<file path="src/design/apg_pkg.sv">
// ----------------------------------------------------------------------------
// apg_pkg
// Shared types and constants for the prompt geometry unit: character codes,
// result kinds, escape parser phases and the result record.
// ----------------------------------------------------------------------------
package apg_pkg;

	localparam int unsigned MAX_LINE_WIDTH_DEF = 4095;
	localparam int unsigned MAX_LINES_DEF      = 255;

	localparam int unsigned WIDTH_W = 12;
	localparam int unsigned LINES_W = 8;

	localparam logic [7:0] CH_NUL      = 8'h00;
	localparam logic [7:0] CH_ESC      = 8'h1B;
	localparam logic [7:0] CH_LBRACKET = 8'h5B;
	localparam logic [7:0] CH_NEWLINE  = 8'h0A;
	localparam logic [7:0] CH_UPPER_A  = 8'h41;
	localparam logic [7:0] CH_UPPER_Z  = 8'h5A;
	localparam logic [7:0] CH_LOWER_A  = 8'h61;
	localparam logic [7:0] CH_LOWER_Z  = 8'h7A;

	typedef enum logic [1:0] {
		KIND_CHAR    = 2'd0,
		KIND_BREAK   = 2'd1,
		KIND_SUMMARY = 2'd2
	} kind_t;

	typedef enum logic [1:0] {
		PH_TEXT = 2'd0,
		PH_ESC  = 2'd1,
		PH_CSI  = 2'd2
	} phase_t;

	typedef struct packed {
		kind_t                kind;
		logic [7:0]           char_out;
		logic [WIDTH_W-1:0]   widest_line;
		logic [LINES_W-1:0]   line_total;
		logic [WIDTH_W-1:0]   current_line_width;
		logic                 saw_escape;
		logic                 done_res;
	} res_t;

	function automatic logic is_letter(input logic [7:0] c);
		is_letter = (c >= CH_UPPER_A && c <= CH_UPPER_Z) ||
			(c >= CH_LOWER_A && c <= CH_LOWER_Z);
	endfunction

endpackage

</file>
<file path="src/design/ansi_prompt_geometry_unit.sv">
// ----------------------------------------------------------------------------
// ansi_prompt_geometry_unit
// Strips ESC '[' control sequences from prompt text and reports line
// geometry: one item per visible byte, one per line break, one summary.
// ----------------------------------------------------------------------------
// usage:
//   the s_ channel takes one text byte per item in s_tdata, with s_tlast on
//   the final byte of the prompt. the m_ channel returns result items: kind
//   in m_tuser, done_res in m_tlast and the remaining fields in m_tdata.
//   a byte is parsed in the cycle it is accepted; its results are written
//   into a registered four-entry result queue that drives m_. the queue
//   drains one item per cycle while m_tready is high.
//   a byte that yields at most one result (the usual case) sustains one byte
//   per cycle while m_tready stays high. a byte can yield up to three results
//   (a lone ESC, the byte itself and the summary); the queue then holds the
//   extra items and s_tready drops until at most one entry will remain after
//   this cycle. when the receiver stalls, the queue fills and s_tready falls;
//   nothing is lost or repeated.
//   reset empties the queue and returns the parser to plain text with one
//   line of width zero. after the summary of a prompt the counters return
//   to that same state for the next prompt.
// ----------------------------------------------------------------------------
module ansi_prompt_geometry_unit #(
	parameter int unsigned MAX_LINE_WIDTH = apg_pkg::MAX_LINE_WIDTH_DEF,
	parameter int unsigned MAX_LINES      = apg_pkg::MAX_LINES_DEF
) (
	input  logic        clk,
	input  logic        arst_n,
	input  logic        s_tvalid,
	output logic        s_tready,
	input  logic [7:0]  s_tdata,   // text_byte
	input  logic        s_tlast,   // last_byte
	output logic        m_tvalid,
	input  logic        m_tready,
	output logic [47:0] m_tdata,   // char_out, widest_line, line_total,
	                               // current_line_width, saw_escape, zero fill
	output logic [1:0]  m_tuser,   // kind
	output logic        m_tlast    // done_res
);
	import apg_pkg::*;

	localparam int unsigned WW = $clog2(MAX_LINE_WIDTH + 1);
	localparam int unsigned LW = $clog2(MAX_LINES + 1);

	typedef struct packed {
		logic [WW-1:0] width;
		logic [WW-1:0] widest;
		logic [LW-1:0] lines;
		logic          esc;
	} geom_t;

	localparam geom_t GEOM_RESET = '{width: '0, widest: '0, lines: LW'(1), esc: 1'b0};

	function automatic geom_t f_visible(input geom_t g);
		geom_t r;
		r = g;
		if (r.width < WW'(MAX_LINE_WIDTH))
			r.width = r.width + WW'(1);
		if (r.width > r.widest)
			r.widest = r.width;
		f_visible = r;
	endfunction

	function automatic geom_t f_break(input geom_t g);
		geom_t r;
		r = g;
		if (r.lines < LW'(MAX_LINES))
			r.lines = r.lines + LW'(1);
		r.width = '0;
		f_break = r;
	endfunction

	function automatic res_t f_pack(input geom_t g, input kind_t k, input logic [7:0] ch,
			input logic done);
		res_t r;
		r.kind               = k;
		r.char_out           = ch;
		r.widest_line        = WIDTH_W'(g.widest);
		r.line_total         = LINES_W'(g.lines);
		r.current_line_width = WIDTH_W'(g.width);
		r.saw_escape         = g.esc;
		r.done_res           = done;
		f_pack = r;
	endfunction

	// parser state
	phase_t phase_q;
	geom_t  geom_q;

	// result queue
	res_t       fifo_q [4];
	logic [1:0] wr_ptr_q;
	logic [1:0] rd_ptr_q;
	logic [2:0] cnt_q;

	logic       accept;
	logic       pop;
	phase_t     ph;
	geom_t      g;
	res_t       res [3];
	logic [1:0] n_res;
	logic [7:0] c;
	res_t       head;

	assign c        = s_tdata;
	assign m_tvalid = (cnt_q != 3'd0);
	assign pop      = m_tvalid && m_tready;
	// room for three more entries once this cycle's pop is counted
	assign s_tready = (cnt_q <= 3'd1) || (cnt_q == 3'd2 && m_tready);
	assign accept   = s_tvalid && s_tready;

	always_comb begin
		ph    = phase_q;
		g     = geom_q;
		n_res = 2'd0;
		for (int k = 0; k < 3; k++)
			res[k] = '0;

		if (c != CH_NUL) begin
			case (ph)
				PH_ESC: begin
					if (c == CH_LBRACKET) begin
						ph    = PH_CSI;
						g.esc = 1'b1;
					end else begin
						// lone escape shows as a character, then the byte is plain text
						g          = f_visible(g);
						res[n_res] = f_pack(g, KIND_CHAR, CH_ESC, 1'b0);
						n_res      = n_res + 2'd1;
						ph         = PH_TEXT;
						if (c == CH_ESC) begin
							ph = PH_ESC;
						end else if (c == CH_NEWLINE) begin
							g          = f_break(g);
							res[n_res] = f_pack(g, KIND_BREAK, CH_NUL, 1'b0);
							n_res      = n_res + 2'd1;
						end else begin
							g          = f_visible(g);
							res[n_res] = f_pack(g, KIND_CHAR, c, 1'b0);
							n_res      = n_res + 2'd1;
						end
					end
				end
				PH_CSI: begin
					if (c == CH_NEWLINE) begin
						ph         = PH_TEXT;
						g          = f_break(g);
						res[n_res] = f_pack(g, KIND_BREAK, CH_NUL, 1'b0);
						n_res      = n_res + 2'd1;
					end else if (is_letter(c)) begin
						ph = PH_TEXT;
					end
				end
				default: begin
					ph = PH_TEXT;
					if (c == CH_ESC) begin
						ph = PH_ESC;
					end else if (c == CH_NEWLINE) begin
						g          = f_break(g);
						res[n_res] = f_pack(g, KIND_BREAK, CH_NUL, 1'b0);
						n_res      = n_res + 2'd1;
					end else begin
						g          = f_visible(g);
						res[n_res] = f_pack(g, KIND_CHAR, c, 1'b0);
						n_res      = n_res + 2'd1;
					end
				end
			endcase
		end

		if (s_tlast) begin
			if (ph == PH_ESC) begin
				g          = f_visible(g);
				res[n_res] = f_pack(g, KIND_CHAR, CH_ESC, 1'b0);
				n_res      = n_res + 2'd1;
			end
			res[n_res] = f_pack(g, KIND_SUMMARY, CH_NUL, 1'b1);
			n_res      = n_res + 2'd1;
			ph         = PH_TEXT;
			g          = GEOM_RESET;
		end
	end

	always_ff @(posedge clk or negedge arst_n) begin
		if (!arst_n) begin
			phase_q <= PH_TEXT;
			geom_q  <= GEOM_RESET;
		end else if (accept) begin
			phase_q <= ph;
			geom_q  <= g;
		end
	end

	always_ff @(posedge clk) begin
		for (int k = 0; k < 3; k++) begin
			if (accept && 2'(k) < n_res)
				fifo_q[2'(wr_ptr_q + 2'(k))] <= res[k];
		end
	end

	always_ff @(posedge clk or negedge arst_n) begin
		if (!arst_n) begin
			wr_ptr_q <= '0;
			rd_ptr_q <= '0;
			cnt_q    <= '0;
		end else begin
			if (accept)
				wr_ptr_q <= wr_ptr_q + n_res;
			if (pop)
				rd_ptr_q <= rd_ptr_q + 2'd1;
			cnt_q <= cnt_q + (accept ? {1'b0, n_res} : 3'd0) - (pop ? 3'd1 : 3'd0);
		end
	end

	assign head    = fifo_q[rd_ptr_q];
	assign m_tuser = head.kind;
	assign m_tlast = head.done_res;
	assign m_tdata = {7'd0, head.saw_escape, head.current_line_width, head.line_total,
		head.widest_line, head.char_out};

	// queue never overflows
	a_no_overflow: assert property (@(posedge clk) disable iff (!arst_n)
		cnt_q <= 3'd4)
		else $error("result queue overflow");

	// a summary item is always flagged as the end of the text
	a_summary_last: assert property (@(posedge clk) disable iff (!arst_n)
		m_tvalid |-> (m_tlast == (m_tuser == KIND_SUMMARY)))
		else $error("summary and done flag disagree");

	// the end of a text returns the parser to its starting state
	a_text_restart: assert property (@(posedge clk) disable iff (!arst_n)
		accept && s_tlast |=> phase_q == PH_TEXT && geom_q == GEOM_RESET)
		else $error("parser not restarted after end of text");

	// every accepted final byte queues at least its summary
	a_summary_queued: assert property (@(posedge clk) disable iff (!arst_n)
		accept && s_tlast |-> n_res != 2'd0)
		else $error("final byte produced no summary");

endmodule

</file>
<file path="config.mk">
export PLATFORM = sky130hd
export DESIGN_NAME = ansi_prompt_geometry_unit
export DESIGN_NICKNAME = d
export VERILOG_FILES = /design/src/design/apg_pkg.sv /design/src/design/ansi_prompt_geometry_unit.sv
export SDC_FILE = /design/constraint.sdc
export NUM_CORES = 1
export LEC_CHECK = 0
export ABC_AREA = 1
export BUFFER_PORTS_ARGS = -buffer_cell sky130_fd_sc_hd__buf_2
export CAP_MARGIN = 0
export CORE_MARGIN = 1.5
export CORE_UTILIZATION = 55
export DETAILED_ROUTE_END_ITERATION = 12
export PLACE_DENSITY = 0.75
export RECOVER_POWER = 100
export SLEW_MARGIN = 20
export SYNTH_ARGS = -nofsm -noshare
export SYNTH_HDL_FRONTEND = slang
export SYNTH_SLANG_ARGS = --single-unit
export TNS_END_PERCENT = 30
</file>
<file path="constraint.sdc">
create_clock -name clk -period 6.1 [get_ports clk]
set_clock_uncertainty 0.05 [all_clocks]
set_input_delay 0 -clock clk [delete_from_list [all_inputs] [get_ports clk]]
set_output_delay 0 -clock clk [all_outputs]
set_load 0.01 [all_outputs]
</file>
* Yosys cells after proc, flatten, opt, wreduce, memory -nomap -nowiden
Memory sizes are Yosys's and may differ from the RTL's. Cells that the tools add are included.
Storage, ports and cells: bits in registers 42, bits in writable memories 176, bits of input ports 13, word-level logic and storage cells 146, memories 1
Operators by class: $add $sub $neg 12, $lt $le $gt $ge 20, equal/unequal tests 7, muxes and demuxes 81, bitwise operators 2, reduce and logical (&&, ||, !) cells 15
Memory list:
- fifo_q | depth 4, bits a word 44, read ports 1, clocked after Yosys merged registers in 0, write ports 3, RTL line ansi_prompt_geometry_unit.sv:91 | res_t fifo_q [4];
Operators by type and width (number):
- $mux 132 | 3
- $mux 12 | 26
- $mux 33 | 9
- $bwmux 132 | 2
- $mux 43 | 5
- $demux 44 s2 | 2
- $mux 44 | 3
- $mux 88 | 1
- $pmux 44 s2 | 1
- $mux 83 | 1
- $pmux 33 s2 | 1
- $gt 12x12->1 | 4
- $add 12x1->12 const B | 3
- $lt 12x12->1 const B | 3
- $mux 32 | 1
- $mux 2 | 12
- $ge 8x7->1 const B | 2
- $le 8x7->1 const B | 2
- $mux 1 | 11
- $logic_and 1x1->1 | 10
- $add 2x1->2 const B | 4
- $add 8x1->8 const B | 1
- $eq 8x4->1 const B | 1
- $eq 8x5->1 const B | 1
- other kinds (21) | 28

* Depth between registers and ports, before layout
depth in word-level cells 32, mapped depth 49

* Worst setup path after synthesis
Ideal clock, no wire load.
path kind register to register, start register phase_q[1], end memory fifo_q[0][0] (netlist name) (enable), library setup time 0.503 ns, arrival 5.946 ns, required time 5.547 ns, slack -0.399 ns, stages on the path, launching flop included 20, path buffers 3, cells stage by stage dfrtp_1 inv_1 ha_1 buf_2 inv_1 nor2_4 nand2_1 nand2_1 nor2_1 nor2_1 buf_2 inv_1 clkbuf_1 o21ai_0 ha_1 nand2_1 nand2_1 inv_1 o21ai_0 o21ai_0
RTL lines:
- from (decl) | RTL line ansi_prompt_geometry_unit.sv:87 | phase_t phase_q;
- from (signal assigned) | RTL line ansi_prompt_geometry_unit.sv:189 | phase_q <= ph;
- to (decl) | RTL line ansi_prompt_geometry_unit.sv:91

==> results.cfg <==
[timing]
setup_slack_ps = -286
worstMarginPinSlew_ps = 3880
fmax_mhz = 157
finalSetupViolCount = 48
rsz0062_at_grt = true
slew_viol_final = 150
hold-worst-slack_ps = 52.7
hold_viol = 0
finalCritPeriodShare_pct = 105
min_period_ps = 6390
slew_headroom_pct = -158

[worst_setup_path]
crit_path_top_delay_cell = dfrtp_1
cp_max_fo = 8
cp-start-kind = flip-flop
cp_data_arrival_time_ps = 6640
cp_data_required_time_ps = 6350
rrSetupSlack_ps = -290
cpPeakStageDelay_ps = 440
setup.worst_path.class = reg -> reg
crit_top_cell = buf_4
critPathCaptureType = flip-flop

[global_routing]
track_usage_pct = 43.6
antenna_found_initial = 0
grt_start_max_net_pins = 89
grt_pass1_wl_um = 118000
grt_overflow_total = 0
grt_pass1_vias = 20200

[layout]
final_cell_count_no_fill = 3396
drive_gt1_share_pct = 21.5
final_nets = 3004
antenna_cells = 0
area_growth_pct = 23.5

[logic_synthesis]
ys_top_cells_by_area = edfxtp_1 (28%), nand2_1 (18%), nand3_1 (7.7%)
synth.most_common_cell = nand2_1
synth.distinct_cells = 48
syn-cell-area_sq_um = 18500
synth_area_leader_cell = edfxtp_1
synthXorXnorAreaFrac_pct = 0.805
synth_compound_area_share_pct = 18.5
yosysWarnings = 0
ys_ff_latch = 214
yosys.area_share.adder_pct = 3.69
synth_top_family_by_area = simple AND/OR/NAND/NOR gates
synth_top_area_share_pct = 27.9
netlist_top_cells_count = nand2_1 (909), nand3_1 (283), o21ai_0 (208)
ys.flop_type = edfxtp_1
syn_inst = 2732
synthArstFlopShare_pct = 19.6
synth_seq_area_share_pct = 33.6
synth.avg_cell_area_sq_um = 6.77
yosys-mux-area-fraction_pct = 0
synth_edf_count = 172
synthSimpleGateAreaFrac_pct = 35.5

[place]
portBuffers = 58
dp.cells = 3301
place_congestion = 1.04
hpwl_um = 54700

[die]
dieArea_sq_um = 34700
rows = 66
start_util_pct = 56.4
die_width_um = 186
die_y_um = 186
core_sq_um = 32800
io_pins = 66

[clock_network]
htree_levels = 1
cts_root_buffer = clkbuf_16
clockBufferDepth = 3
worstSkewPairLatency_ps = 580
cts_sinks = 214
clk_pin_slew_worst_paths_ps = 60
cts_inserted_buffers = 25
cts_tree = yes

[worst_hold_path]
min_path_type = in -> reg

[route]
route.met3.wl_um = 11200
wl_met2_um = 32700
vias = 21900
wl_met1_um = 30300
antenna_left = 0
drt_iter0_drc = 3453
routed_via_density = 6.45
drc = 0
drt-total-wl_um = 78100
dr.max_layer_used = met4
wl_per_cell_um = 23.0
drtPass1Iterations = 8

[outcome]
violations = capacitance limit, slew limit, setup timing
outcome = finished, violations left

[job]
maxCapViolCount = 3
[worst max-delay path, delay by kind of cell (launching register included)]
| family | cells | cell delay (ps) |
|---|---|---|
| compound gates | 9 | 1130 |
| simple gates | 18 | 1720 |
| buf+inv | 16 | 2100 |
| fa+ha+maj | 3 | 670 |
| flops | 1 | 440 |
[kinds of logic after synthesis]
kind of cell | after synthesis
other | 1
XOR/XNOR | 17
flip-flops | 214
adder cells (fa/ha/maj) | 54
AND/OR/NAND/NOR | 1521
buffers and inverters | 363
AO/OA/AOI/OAI | 562
[what timing repair did]
action | in CTS | in global routing
hold buffers | 10 | 0
pin swaps | 74 | 61
cloned | 2 | 0
resized for setup | 159 | 91
buffers inserted | 25 | 14
setup endpoints to repair | 48 | 48
endpoints found under the hold margin | 61 | 0
[cell type report]
| cell class | count | area [sq um] |
|---|---|---|
| Fill cell | 2791 | 9960 |
| Timing Repair Buffer | 332 | 2430 |
| Sequential cell | 214 | 6220 |
| Clock buffer | 28 | 637 |
| Tap cell | 442 | 553 |
| Multi-Input combinational cell | 2162 | 12000 |
| Inverter | 202 | 761 |
| Clock inverter | 16 | 277 |
[final timing paths]
check                            from             to  cells after the start
max                        geom_q[22]  fifo_q[3][33]                     46
min                           s_tlast    wr_ptr_q[1]                      7
max reg2reg                geom_q[22]  fifo_q[3][33]                     46
min reg2reg                  cnt_q[2]       cnt_q[2]                      1
max in group asynchronous      arst_n     geom_q[25]                      4
min in group asynchronous      arst_n      geom_q[3]                      4
[routing by layer]
metal	GRT usage (%)	vias up
met3	10.9	337
met1	61.3	10000
met2	63.7	1758
met5	0	-
li1	-	9761
met4	18.3	0
[layout by cell type, fill, tap and decap left out, drive strengths merged, types with 2 or more instances in the layout]
master / Yosys / layout
nand2: 941 / 942
nand3: 307 / 307
buf: 51 / 272
o21ai: 244 / 244
nor2: 217 / 217
inv: 192 / 196
edfxtp: 172 / 172
o22ai: 97 / 97
a21oi: 83 / 83
clkbuf: 110 / 78
o211ai: 57 / 57
ha: 53 / 53
o221ai: 41 / 41
dfrtp: 41 / 41
nand4: 34 / 34
xor2: 15 / 15
nor3: 15 / 15
clkinv: 10 / 14
dlygate4sd3: 0 / 10
o31ai: 8 / 8
a211oi: 8 / 8
o21a: 7 / 7
conb: 1 / 7
bufinv: 0 / 7
a22oi: 5 / 5
and2: 4 / 4
o21bai: 3 / 3
a31oi: 3 / 3
or2: 2 / 2
o22a: 2 / 2
a221oi: 2 / 2
xnor2: 2 / 2
[metrics by stage]
step	utilization (%)	setup TNS [ps]	instance area [sq um]	setup slack (ps)
2_1_floorplan	-	-79160	18500	-399
3_3_place_gp	62.5	-18170	20500	-441
3_5_place_dp	62.5	-28070	20500	-649
4_1_cts	68.3	-1.20	22400	-1.20
5_1_grt	69.6	-24690	22800	-551
6_report	69.6	-8060	22800	-286
[state kept, by name (all words and copies together) (netlist names)]
register	count
rd_ptr_q	2
phase_q	2
wr_ptr_q	2
fifo_q	172
geom_q	33
cnt_q	3
Power is not shown: default switching activity piles up to over one toggle a cycle in this logic, so the estimate is an artifact.
